### src/hw/rtl/fqps_ram.sv
module fqps_ram #(
    parameter int WIDTH = 8,
    parameter int DEPTH = 16
) (
    input  logic                     i_clk,
    input  logic                     i_we,
    input  logic [$clog2(DEPTH)-1:0] i_waddr,
    input  logic [WIDTH-1:0]         i_wdata,
    input  logic [$clog2(DEPTH)-1:0] i_raddr,
    output logic [WIDTH-1:0]         o_rdata
);
    logic [WIDTH-1:0] r_mem [DEPTH];
    logic [WIDTH-1:0] r_rdata;

    always_ff @(posedge i_clk) begin
        if (i_we) begin
            r_mem[i_waddr] <= i_wdata;
        end
        r_rdata <= r_mem[i_raddr];
    end

    assign o_rdata = r_rdata;
endmodule

### config.mk
export PLATFORM = sky130hd
export DESIGN_NAME = fqps_ram
export DESIGN_NICKNAME = d
export VERILOG_FILES = /design/src/hw/rtl/fqps_ram.sv
export SDC_FILE = /design/constraint.sdc
export NUM_CORES = 1
export LEC_CHECK = 0
export ABC_CLOCK_PERIOD_IN_PS = 1860
export BUFFER_PORTS_ARGS = -buffer_cell sky130_fd_sc_hd__buf_4
export CAP_MARGIN = 30
export CORE_MARGIN = 5
export CORE_UTILIZATION = 55
export CTS_CLUSTER_DIAMETER = 100
export DETAILED_ROUTE_END_ITERATION = 8
export GPL_TIMING_DRIVEN = 0
export PLACE_DENSITY = 0.78
export SYNTH_ARGS = -nofsm -noshare
export SYNTH_HDL_FRONTEND = slang
export SYNTH_SLANG_ARGS = --single-unit
export TNS_END_PERCENT = 100
### constraint.sdc
create_clock -name i_clk -period 1.86 [get_ports i_clk]
set_input_delay 0.093 -clock i_clk [delete_from_list [all_inputs] [get_ports i_clk]]
set_output_delay 0.093 -clock i_clk [all_outputs]
set_load 0.05 [all_outputs]
# Word level (Yosys, flattened, before mapping)
# Memory sizes are Yosys's and may differ from the RTL's. A register that Yosys moved wholly into a read port is not among the register bits.
# Cells that the tools add are included.
[word_totals]
output_inout_bits = 8
mem_bits_rw = 128
memories = 1
word_cells = 3
input_bits = 18
ff_bits = 0
[classes]
mux = 2
[mem_list]
columns = ["name", "depth", "word_bits", "read_ports", "rd_clocked_by_memory_dff", "wr", "line_no", "source"]
rows = [
  ["r_mem", 16, 8, 1, 1, 1, "12", "logic [WIDTH-1:0] r_mem [DEPTH];"],
]
[op_table]
columns = ["op", "n"]
rows = [
  ["$mux W1", 2],
]

# Logic depth before layout (Yosys ltp)
[depth]
ltp_word = 2
mapped_depth = 5
depth_no_buf = 3

# Worst setup path after synthesis
# Ideal clock, no wire load.
[synth_path]
kind = "input port to flip-flop"
from = "in i_waddr[2]"
to = "mem r_mem[0][0], enable pin"
n_path_buf = 0
t_arrival_ns = 1.203
path_slack_ns = 0.274
cell_stages = 2
setup_ns = 0.383
required_time_ns = 1.477
path_cell_list = "or3b_2 > nor3_1"
[synth_rtl]
columns = ["item", "line_no", "source"]
rows = [
  ["start: declaration", "7", "input logic [$clog2(DEPTH)-1:0] i_waddr,"],
  ["end: declaration", "12", ""],
]
# Straight into the memory's write port.

# Worst setup path in the final report
[layout_path]
from = "in i_waddr[0]"
to = "mem r_mem[10][1], enable pin"
# Straight into the memory's write port.

==> flow_summary_export.csv <==
group,metric,value,unit
status,outcome,"finished clean",
final_layout,multiInputGateArea,0.00106,mm^2
clock_tree,cts_root_buf,"clkbuf_8",
logic_synthesis,synthCells,229,
clock_tree,clkLatencyLatePin,510,ps
clock_tree,htreeDepth,4,
final_layout,drive_gt1_share,28.2,%
worst_setup_path,reg2regPathDepth,3,
logic_synthesis,synth_seq_area_share,77.8,%
worst_setup_path,worstPathRequired,1990,ps
routing,drtAntennaViolNets,0,
floorplan,initial_core_util,56.0,%
routing,drt-vias-per-instance,5.93,
routing,dr.pass1.iters,4,
routing,num_vias,2444,
final_layout,num-fill-cells,594,
global_routing,grt_overflow,0,
sta,slew_viol_final,0,
sta,setup_viol,0,
clock_tree,clk_pin_slew,60,ps
sta,finalHoldViolations,0,
pwr,power_density,1140,mW/mm^2
pwr,leakage,2.11,nW
floorplan,fp.dieArea,0.0114,mm^2
pwr,vdd_drop_max,0.000598,V
logic_synthesis,ys_warn_count,0,
worst_setup_path,cp_max_fo,8,
final_layout,n_antenna_cell,0,
logic_synthesis,synth_nets,247,
sta,timing.fmax,640,MHz
routing,post-route-drc-count,0,
worst_hold_path,min_path_type,"input port to flop",
sta,tightest_slew,863,ps
global_routing,gr-usage-all-layers,19.1,%
worst_setup_path,rrSetupSlack,450,ps
floorplan,rows,35,
floorplan,ioPinCount,26,
sta,rsz0062_at_grt,"false",
clock_tree,cts_hold_buffers,12,
global_routing,grt_first_pass_wirelength,15100,um
global_routing,grt_pass1_vias,2603,
floorplan,fp.dieH,107,um
sta,period_share,84.0,%
run,max-cap-violations,0,
worst_setup_path,path_class,"input port to flop",
place,portBuffers,24,
logic_synthesis,syn_area_per_cell,22.5,um^2
final_layout,seq_area,0.00400,mm^2
floorplan,core,0.00920,mm^2
place,dpl.hpwl,6110,um
routing,drt_iter0_drc,290,
worst_setup_path,endpoint_kind,"flop",
worst_setup_path,crit_path_start_kind,"input port",
final_layout,fin_util,67.2,%
worst_setup_path,cp.arrival,1700,ps
sta,slew_headroom,42.3,%
final_layout,synthToLayoutAreaGrowth,20.0,%
sta,fin_skew,6.02,ps
clock_tree,cts_tree,"yes",
clock_tree,clockBufferDepth,2,
final_layout,design_area,0.00618,mm^2
logic_synthesis,ys_seq_elements,136,
final_layout,nNetsFinal,306,
routing,routed_wl,9670,um
logic_synthesis,netlist_area,0.00515,mm^2
worst_hold_path,worstHoldPathCells,4,
routing,routedWlPerCell,23.5,um
place,gp_congestion,0.737,
clock_tree,cts_resized,0,
pwr,p_total,7.01,mW
global_routing,antenna_found_initial,0,
clock_tree,clock-sinks,136,
floorplan,die_x,107,um
global_routing,grt_max_degree,17,
clock_tree,postCtsSetupBuffers,0,
sta,post-route-min-period,1560,ps
place,place_area,0.00549,mm^2
clock_tree,cts_made_buffers,17,
logic_synthesis,ys_types,19,
-- layout by cell type (no fill, tap or decap), drive strengths merged, types with 2 or more instances in the layout --
cell type	count
bufinv	2
nand2	9
mux4	32
buf	35
edfxtp	128
clkbuf	24
clkinv	5
clkdlybuf4s25	3
dlygate4sd3	12
nor2	13
dfxtp	8
nand2b	2
a22oi	16
nand3b	2
nor3	4
-- power by group --
part           leakage (nW)  internal, mW  total, mW  switching (mW)
sequential             1.22          3.43       3.45          0.0175
combinational         0.609         0.175      0.430           0.255
clock                 0.279          2.01       3.14            1.13
-- critical path: stages --
cell	delay, ps
dlygate4sd3_1	530
buf_4	160
nand2b_1	220
nor2_1	690
-- state kept, by name, indices dropped and copies added (netlist names) --
name     count
r_mem      128
o_rdata      8
-- final cells by class --
class                           instances  area share, %
Buffer                                 10           1.40
Multi-Input combinational cell         83           17.1
Clock buffer                           24           7.61
Sequential cell                       136           64.8
Clock inverter                          8           1.56
Tap cell                              111           2.25
Timing Repair Buffer                   40           5.27
-- layer usage --
metal	vias up	routed length [um]	track usage [%]
met5	-	0	0
met4	0	199	8.04
met3	16	786	4.76
met2	120	4840	29.9
met1	1217	3850	26.1
li1	1091	-	-
-- per-stage QoR --
| step | std cells | hold WS (ps) | worst slack (ps) | TNS (ps) |
|---|---|---|---|---|
| CTS | 412 | 55.0 | 321 | 0 |
| detailed placement | 368 | 420 | 64.1 | 0 |
| global route | 412 | 93.2 | 210 | 0 |
| floorplan | 229 | 192 | 274 | 0 |
| global placement | 364 | 400 | -260 | -2080 |
| finish | 412 | 68.2 | 297 | 0 |
-- Yosys cell counts (all sizes together) --
cell type / instances / share of area, %
nand2b: 2 / 0.24
or3b: 1 / 0.17
buf: 7 / 1.1
and2b: 1 / 0.15
and2: 1 / 0.12
edfxtp: 128 / 75
nor2b: 1 / 0.12
dfxtp: 8 / 3.1
nand3: 1 / 0.097
a22oi: 16 / 2.3
nand3b: 2 / 0.29
nand2: 9 / 0.66
mux4: 32 / 15
nor2: 13 / 0.95
clkdlybuf4s25: 3 / 0.58
nor3: 4 / 0.39
-- kinds of logic (layout without fill, tap and decap cells) --
family / after synthesis / after routing / synth area share, %
flip-flops: 136 / 136 / 77.8
AND/OR/NAND/NOR: 35 / 35 / 3.18
multiplexers: 32 / 32 / 15.0
buffers and inverters: 10 / 82 / 1.68
AO/OA/AOI/OAI: 16 / 16 / 2.33
-- worst paths after layout --
| kind | from | end |
|---|---|---|
| worst max-delay path | i_waddr[0] | r_mem[10][1]$_DFFE_PP_ |
| worst min-delay path | i_raddr[0] | o_rdata[0]$_DFF_P_ |
| worst max register to register | r_mem[4][1]$_DFFE_PP_ | o_rdata[1]$_DFF_P_ |
| worst min register to register | r_mem[0][0]$_DFFE_PP_ | o_rdata[0]$_DFF_P_ |
No activity file was read; power rests on OpenSTA's default activity.
