--- config.mk ---
export PLATFORM = sky130hd
export DESIGN_NAME = fqps_div
export DESIGN_NICKNAME = d
export VERILOG_FILES = /design/src/hw/rtl/fqps_pkg.sv /design/src/hw/rtl/fqps_div.sv
export SDC_FILE = /design/constraint.sdc
export NUM_CORES = 1
export LEC_CHECK = 0
export BUFFER_PORTS_ARGS = -buffer_cell sky130_fd_sc_hd__buf_2
export CAP_MARGIN = 20
export CORE_MARGIN = 8
export CORE_UTILIZATION = 35
export DETAILED_ROUTE_END_ITERATION = 8
export GPL_ROUTABILITY_DRIVEN = 1
export MAX_ROUTING_LAYER = met4
export PLACE_DENSITY = 0.63
export SLEW_MARGIN = 20
export SYNTH_ARGS = -nofsm -noshare
export SYNTH_HDL_FRONTEND = slang
export SYNTH_SLANG_ARGS = --single-unit
--- constraint.sdc ---
create_clock -name i_clk -period 2.61 [get_ports i_clk]
set_input_delay 0.261 -clock i_clk [delete_from_list [all_inputs] [get_ports i_clk]]
set_output_delay 0.261 -clock i_clk [all_outputs]
set_load 0.03 [all_outputs]
--- src/hw/rtl/fqps_pkg.sv ---
package fqps_pkg;

    localparam int FLOWS    = 16;
    localparam int FIDX_W   = $clog2(FLOWS);
    localparam int FCNT_W   = $clog2(FLOWS + 1);
    localparam int SLOTS    = 64;
    localparam int SIDX_W   = $clog2(SLOTS);
    localparam int QCNT_W   = 7;
    localparam int WALK_W   = $clog2(SLOTS + 1);
    localparam int RATE_W   = 30;
    localparam int NUM_W    = 43;
    localparam int PROD_W   = 22;
    localparam int TIME_W   = 48;
    localparam int DEF_W    = 18;
    localparam int SCALE_W  = 23;

    localparam logic [SCALE_W-1:0] BIT_SCALE  = SCALE_W'(8000000);
    localparam logic [15:0]        MIN_QUANT  = 16'd32;
    localparam logic [15:0]        DFLT_QUANT = 16'd2048;

    localparam logic [1:0] MODE_FIFO = 2'd0;
    localparam logic [1:0] MODE_WFQ  = 2'd1;
    localparam logic [1:0] MODE_DRR  = 2'd2;
    localparam logic [1:0] MODE_FIFO_ALT = 2'd3;

    localparam logic [2:0] RES_NONE = 3'd0;
    localparam logic [2:0] RES_ACC  = 3'd1;
    localparam logic [2:0] RES_FWD  = 3'd2;
    localparam logic [2:0] RES_DROP = 3'd3;
    localparam logic [2:0] RES_FULL = 3'd4;

    localparam logic [2:0] CFG_MODE    = 3'd0;
    localparam logic [2:0] CFG_QUANTUM = 3'd1;
    localparam logic [2:0] CFG_LIMIT   = 3'd2;
    localparam logic [2:0] CFG_DROPHD  = 3'd3;
    localparam logic [2:0] CFG_RATE    = 3'd4;
    localparam logic [2:0] CFG_OVH     = 3'd5;

    localparam logic KIND_ARRIVAL = 1'b0;

    typedef struct packed {
        logic        kind;
        logic [15:0] pkt_tag;
        logic [15:0] pkt_len;
        logic [31:0] src_addr;
        logic [31:0] dst_addr;
        logic        ipv4_plain;
        logic [47:0] now_us;
    } t_in_item;

    typedef struct packed {
        logic [2:0]  result_kind;
        logic [15:0] out_tag;
        logic [15:0] out_len;
        logic [31:0] flow_sig;
        logic [6:0]  queued_total;
    } t_out_item;

    typedef struct packed {
        logic              start;
        logic [NUM_W-1:0]  num;
        logic [RATE_W-1:0] den;
    } t_div_req;

    typedef struct packed {
        logic             done;
        logic [NUM_W-1:0] quo;
    } t_div_rsp;

    typedef logic [FLOWS-1:0][FIDX_W-1:0] t_ord;

    function automatic logic [31:0] flow_hash(logic [31:0] s, logic [31:0] d);
        logic [63:0] h;
        h = {32'd0, s} ^ ({32'd0, s} << 13) ^ ({32'd0, d} << 7) ^ ({32'd0, d} << 19);
        return h[31:0] ^ h[63:32];
    endfunction

    function automatic t_ord ord_insert(t_ord o, logic [FCNT_W-1:0] pos,
                                        logic [FIDX_W-1:0] f);
        t_ord r;
        r = o;
        for (int k = 1; k < FLOWS; k++) begin
            if (FCNT_W'(k) > pos) begin
                r[k] = o[k-1];
            end
        end
        r[pos[FIDX_W-1:0]] = f;
        return r;
    endfunction

    function automatic t_ord ord_remove(t_ord o, logic [FCNT_W-1:0] pos);
        t_ord r;
        r = o;
        for (int k = 0; k < FLOWS - 1; k++) begin
            if (FCNT_W'(k) >= pos) begin
                r[k] = o[k+1];
            end
        end
        return r;
    endfunction

    // Moves the front flow behind the other n-1 active flows.
    function automatic t_ord ord_rotate(t_ord o, logic [FCNT_W-1:0] n);
        t_ord r;
        r = o;
        for (int k = 0; k < FLOWS - 1; k++) begin
            if (FCNT_W'(k + 1) < n) begin
                r[k] = o[k+1];
            end
        end
        r[FIDX_W'(n - FCNT_W'(1))] = o[0];
        return r;
    endfunction

endpackage

--- src/hw/rtl/fqps_div.sv ---
module fqps_div (
    input  logic               i_clk,
    input  logic               i_rst_n,
    input  fqps_pkg::t_div_req i_req,
    output fqps_pkg::t_div_rsp o_rsp
);
    import fqps_pkg::*;

    localparam int CNT_W = $clog2(NUM_W + 1);

    logic [CNT_W-1:0]  r_cnt, n_cnt;
    logic              r_done, n_done;
    logic [RATE_W-1:0] r_rem, n_rem;
    logic [RATE_W-1:0] r_den, n_den;
    logic [NUM_W-1:0]  r_quo, n_quo;
    logic [RATE_W:0]   trial;

    // Restoring division, one quotient bit per cycle.
    always_comb begin
        n_cnt  = r_cnt;
        n_done = 1'b0;
        n_rem  = r_rem;
        n_den  = r_den;
        n_quo  = r_quo;
        trial  = {r_rem, r_quo[NUM_W-1]};
        if (i_req.start) begin
            n_cnt = CNT_W'(NUM_W);
            n_rem = '0;
            n_den = i_req.den;
            n_quo = i_req.num;
        end else if (r_cnt != '0) begin
            if (trial >= {1'b0, r_den}) begin
                n_rem = RATE_W'(trial - {1'b0, r_den});
                n_quo = {r_quo[NUM_W-2:0], 1'b1};
            end else begin
                n_rem = trial[RATE_W-1:0];
                n_quo = {r_quo[NUM_W-2:0], 1'b0};
            end
            n_cnt = r_cnt - CNT_W'(1);
            n_done = (r_cnt == CNT_W'(1));
        end
    end

    always_ff @(posedge i_clk) begin
        if (!i_rst_n) begin
            r_cnt  <= '0;
            r_done <= 1'b0;
        end else begin
            r_cnt  <= n_cnt;
            r_done <= n_done;
        end
    end

    always_ff @(posedge i_clk) begin
        r_rem <= n_rem;
        r_den <= n_den;
        r_quo <= n_quo;
    end

    assign o_rsp.done = r_done;
    assign o_rsp.quo  = r_quo;
endmodule

# After elaboration in Yosys (flattened, before gate mapping)
# Cells that the tools add are included.
dict set report word_totals {
  input_bits 76
  ff_bits 110
  out_inout_bits 44
  wordCells 22
}
dict set report classes {
  eq_ne 1
  muxes 6
  n_lt_le_gt_ge 1
  reduce_logical 4
  bitwise_logic 2
  add_sub_neg 2
}
# op count
set op_table {}
lappend op_table {{$mux W43} 2}
lappend op_table {{$ge A31 B30 Y1} 1}
lappend op_table {{$mux W30} 1}
lappend op_table {{$sub A30 B30 Y30} 1}
lappend op_table {{$mux W6} 2}
lappend op_table {{$eq A6 B1 Y1 const B} 1}
lappend op_table {{$reduce_bool A6 Y1} 1}
lappend op_table {{$sub A6 B1 Y6 const B} 1}
lappend op_table {{$reduce_or A3 Y1} 1}
lappend op_table {{$not A1 Y1} 2}
lappend op_table {{$reduce_bool A2 Y1} 1}
lappend op_table {{$reduce_or A2 Y1} 1}
lappend op_table {{$mux W1} 1}

# Depth between registers and ports, before layout
dict set report logic_depth {
  word_depth 4
  depth_mapped 14
  ltp_nobuf 12
}

# Worst setup path after synthesis
# No wires, ideal clock.
dict set report synth_timing {
  path_kind {flip-flop to flip-flop}
  from {register r_quo[42]}
  to {register r_rem[28]}
  t_required_ps 2524
  stages_incl_launch_ff 13
  slack_ps -399
  path_buffers 0
  period_less_slack_ps 3009
  setup_ps 86
  t_arrival_ps 2924
  cell_sequence {edfxtp_1 > inv_1 > ha_1 > inv_1 > fa_1 > a21o_1 > a221o_1 > o31ai_2 > o21ai_1 > a221oi_1 > xnor2_1 > mux2i_1 > a211oi_1}
}
dict set report synth_between {
  elab_chain_cells 2
  elab_cells_between_ends 3
  cone_classes {add/sub: 1; order compare: 1; mux: 1}
}
# item line
set synth_rtl {}
lappend synth_rtl {{from (decl)} fqps_div.sv:15} ;# logic [NUM_W-1:0] r_quo, n_quo;
lappend synth_rtl {{from (signal assigned)} fqps_div.sv:57} ;# r_quo <= n_quo;
lappend synth_rtl {{$sub A30 B30 Y30 / $ge A31 B30 Y1 (equally long branches)} {fqps_div.sv:33, fqps_div.sv:32}}
lappend synth_rtl {{$mux W30 *} fqps_div.sv:32} ;# if (trial >= {1'b0, r_den}) begin
lappend synth_rtl {{to (signal assigned)} fqps_div.sv:55} ;# r_rem <= n_rem;
lappend synth_rtl {{to (decl)} fqps_div.sv:13} ;# logic [RATE_W-1:0] r_rem, n_rem;
# Every way passes the cells marked *; elsewhere a longest branch is shown, timed or not.
# A chain may end at the register's enable or synchronous reset.

# Final worst setup path
dict set report layout_timing {
  from {register r_den[24]}
  to {register r_quo[0], data pin}
}
dict set report layout_between {
  elab_chain_cells 4
}
# item line
set layout_rtl {}
lappend layout_rtl {{from (decl)} fqps_div.sv:14} ;# logic [RATE_W-1:0] r_den, n_den;
lappend layout_rtl {{from (signal assigned)} fqps_div.sv:56} ;# r_den <= n_den;
lappend layout_rtl {{$ge A31 B30 Y1} fqps_div.sv:32}
lappend layout_rtl {{$mux W1} fqps_div.sv:32}
lappend layout_rtl {{$mux W43} fqps_div.sv:31} ;# end else if (r_cnt != '0) begin
lappend layout_rtl {{$mux W43} fqps_div.sv:26} ;# if (i_req.start) begin
lappend layout_rtl {{named net n_quo[0]} fqps_div.sv:15}
# The timed path passes the listed nets, and every way through them passes these cells. The select of a mux whose other input is x is not followed.

==> flow_summary_export.csv <==
group,metric,value,unit
run_status,outcome,"complete, but fails checks",
run_status,violations,"setup timing",
setup_path,cp.buffers_inverters,2,
synth,synth_area_leaders,"edfxtp_1, dfxtp_1, mux2_2, ha_1, mux2i_1",
sta,post-route-period-util,1.05,
detailed_routing,first_pass_iters,5,
layout,stdcell_area,0.00832,mm^2
detailed_routing,via_per_inst,5.04,
layout,final_layout_size_suffix_gt1_frac,0.391,
global_route,grt_pass1_wl,26.2,mm
global_route,antenna_found_initial,1,
sta,fin_skew,0.0115,ns
synth,synth_ff_type,"edfxtp_1",
floorplan,die_w,150,um
synth,synth_seq_cells,110,
pwr,powerDensity,1100,mW/mm^2
place,dpl-instance-area,0.00766,mm^2
setup_path,crit_family,"compound AO/OA/AOI/OAI gates",
detailed_routing,detail_route.iter0.violations,346,
setup_path,critPathLaunchType,"flop",
setup_path,critical_path_class,"reg2reg",
global_route,grtUsageTotal,0.151,
synth,yosysSeqAreaShare,0.466,
synth,synth_nets,707,
global_route,grt_max_degree,68,
clocking,cts-buffers-inserted,9,
place,gp_congestion,0.857,
sta,tightest_slew,0.579,ns
sta,fin_crit,2.75,ns
floorplan,coreArea,0.0178,mm^2
pwr,power_frac_seq,0.278,
sta,setup_viol,27,
setup_path,cp.required,2.74,ns
synth,async_reset_ff_frac,0,
sta,finalMaxSlewViolations,0,
floorplan,ios,120,
detailed_routing,final_antenna_net_count,0,
setup_path,crit_chain,"inv_2, ha_4, a21o_1, a211o_1, a21o_1, a221o_1, a211o_1, a31o_4, buf_12, mux2_4",
synth,syn-mean-instance-area,10.6,um^2
synth,synth-edff-count,73,
pwr,internal_power,5500,uW
detailed_routing,via_count,5101,
sta,setup_ws,-0.142,ns
synth,synth_area,0.00629,mm^2
synth,synth_warnings,0,
global_route,grt_overflow_total,0,
floorplan,rows,49,
setup_path,max_stage_delay,0.39,ns
synth,synthCells,596,
setup_path,cp_max_fo,5,
clocking,cts_root_buf,"clkbuf_16",
layout,fin_nets,888,
floorplan,chipHeight,150,um
clocking,clkLatencyLatePin,0.37,ns
clocking,htree_levels,3,
pwr,clockPowerShare,0.153,
job,max-cap-violations,0,
min_path,min_path_type,"in2reg",
sta,slew_headroom,0.614,
place,io_buffers,119,
floorplan,initial_core_util,0.354,
detailed_routing,drt_wl_total,16.9,mm
setup_path,end_kind,"flop",
pwr,pwr-share-comb,0.569,
clocking,clk_pin_slew,0.08,ns
clocking,cts_buffer_depth,2,
synth,ys_types,63,
clocking,cts_sinks,110,
pwr,switching_share,0.401,
clocking,cts_tree,"built",
place,dp_hpwl,12.3,mm
sta,rsz0062_at_grt,"true",
detailed_routing,drc,0,
detailed_routing,wire_per_inst,16.7,um
global_route,grt_pass1_vias,5086,
sta,hold_viol_final,0,
setup_path,crit_slowest_cell,"edfxtp_1",
synth,synth_top_cell_by_area,"edfxtp_1",
layout,areaGrowthSynthToFinish,32.3,%
pwr,worst_ir_drop_vdd,497,uV
pwr,p_sw,3680,uW
sta,clock.fmax,363,MHz
sta,setup-tns-final,-1.68,ns
synth,yosys.area.top_type_share,0.348,
pwr,leakage,0.00357,uW
floorplan,die_area,0.0225,mm^2
setup_path,cp.arrival,2.88,ns
-- Yosys cell counts (2+ instances only) --
master	number
o22ai_1	3
nand3_1	13
o21ai_0	17
buf_4	2
a31oi_1	10
nand2b_1	4
nand4_1	11
mux2_2	42
dfxtp_1	37
nor3_1	6
o211ai_1	3
clkbuf_1	16
a21o_1	8
o2bb2ai_1	2
o21a_1	5
a211oi_1	21
o21bai_1	5
and3_1	9
a41oi_1	2
xnor2_1	20
nand2_1	33
inv_1	47
a221o_1	2
a211o_1	2
o31ai_1	3
xor2_1	7
mux2i_1	22
buf_6	2
or4_1	3
ha_1	34
nor3b_1	2
a21oi_1	36
a21boi_0	5
o21ai_1	6
buf_2	7
edfxtp_1	73
nor4_1	4
buf_1	3
and4_1	2
nor2_1	44
-- repair_timing --
item / in CTS / in global routing
endpoints found under the setup margin: 27 / 31
gates resized for setup: 24 / 22
gates cloned: 1 / 1
setup buffers: 4 / 2
pin swaps: 26 / 21
hold buffers: 0 / 0
-- path summary, 6_finish.rpt --
kind / start / end / slack (ns) / depth (start not counted)
hold / removal: i_req[27] / r_den[27]$_DFFE_PP_ / 0.06 / 1
setup / recovery: r_den[24]$_DFFE_PP_ / r_quo[0]$_DFFE_PP_ / -0.14 / 10
hold reg to reg: r_rem[20]$_SDFFE_PP0N_ / r_rem[21]$_SDFFE_PP0N_ / 0.50 / 2
setup reg to reg: r_den[24]$_DFFE_PP_ / r_quo[0]$_DFFE_PP_ / -0.14 / 10
-- layout make-up --
class | count | area, um^2
Clock buffer | 9 | 225
Tap cell | 229 | 287
Multi-Input combinational cell | 406 | 3290
Clock inverter | 7 | 77.6
Antenna cell | 1 | 2.50
Timing Repair Buffer | 202 | 1330
Inverter | 48 | 180
Sequential cell | 110 | 2930
Fill cell | 1680 | 9460
-- cells by family after synthesis --
family | after synthesis | share of synthesized area
buf+inv | 80 | 0.0555
simple gates | 136 | 0.104
mux | 65 | 0.113
compound gates | 143 | 0.154
xor+xnor | 27 | 0.0376
flops | 110 | 0.466
fa+ha+maj | 35 | 0.0708
-- per-layer routing --
layer / GRT usage / share of wire / routed length (um) / up-vias
li1: - / - / - / 2574
met4: 0.0775 / 0.028 / 473 / 0
met3: 0.0191 / 0.024 / 405 / 29
met1: 0.184 / 0.45 / 7530 / 2397
met2: 0.242 / 0.50 / 8480 / 101
met5: - / 0 / 0 / -
-- placed cells by master, fill, tap and decap left out, drive strengths merged, types with 3 or more instances in the layout --
master / n
o21bai: 5
xor2: 7
o211ai: 4
o21ai: 23
and3: 9
nor2: 44
a21o: 8
a21boi: 5
dfxtp: 37
buf: 201
or4: 3
nand2: 33
clkinv: 4
o22ai: 3
o31ai: 4
inv: 50
ha: 34
nand3: 13
nor3: 6
a31oi: 10
a21oi: 36
mux2: 43
xnor2: 20
nor4: 4
a211oi: 21
nand4: 11
mux2i: 22
o21a: 5
edfxtp: 73
clkbuf: 10
nand2b: 4
-- power groups by stage --
stage	clock network, uW	registers [uW]	logic, uW
floorplan	0	2740	2900
global placement	0	2550	4530
detailed placement	0	2560	4540
CTS	1460	2550	4850
global route	1520	2610	5640
finish	1410	2550	5220
-- registers in the layout, summed over array words and instances, names as in the netlist --
signal,cells
r_rem,30
r_den,30
r_done,1
r_cnt,6
r_quo,43
-- per-stage QoR --
step	util	hold WS [ns]	power, uW	worst slack [ns]	instances
floorplan	-	0.360	5650	-0.268	596
global placement	0.431	0.438	7080	-0.0968	988
detailed placement	0.431	0.439	7100	-0.143	988
CTS	0.458	0.0459	8850	-0.119	1009
global route	0.468	0.0469	9770	-0.228	1012
finish	0.468	0.0588	9180	-0.142	1012
Power figures use the tool's default switching activity.
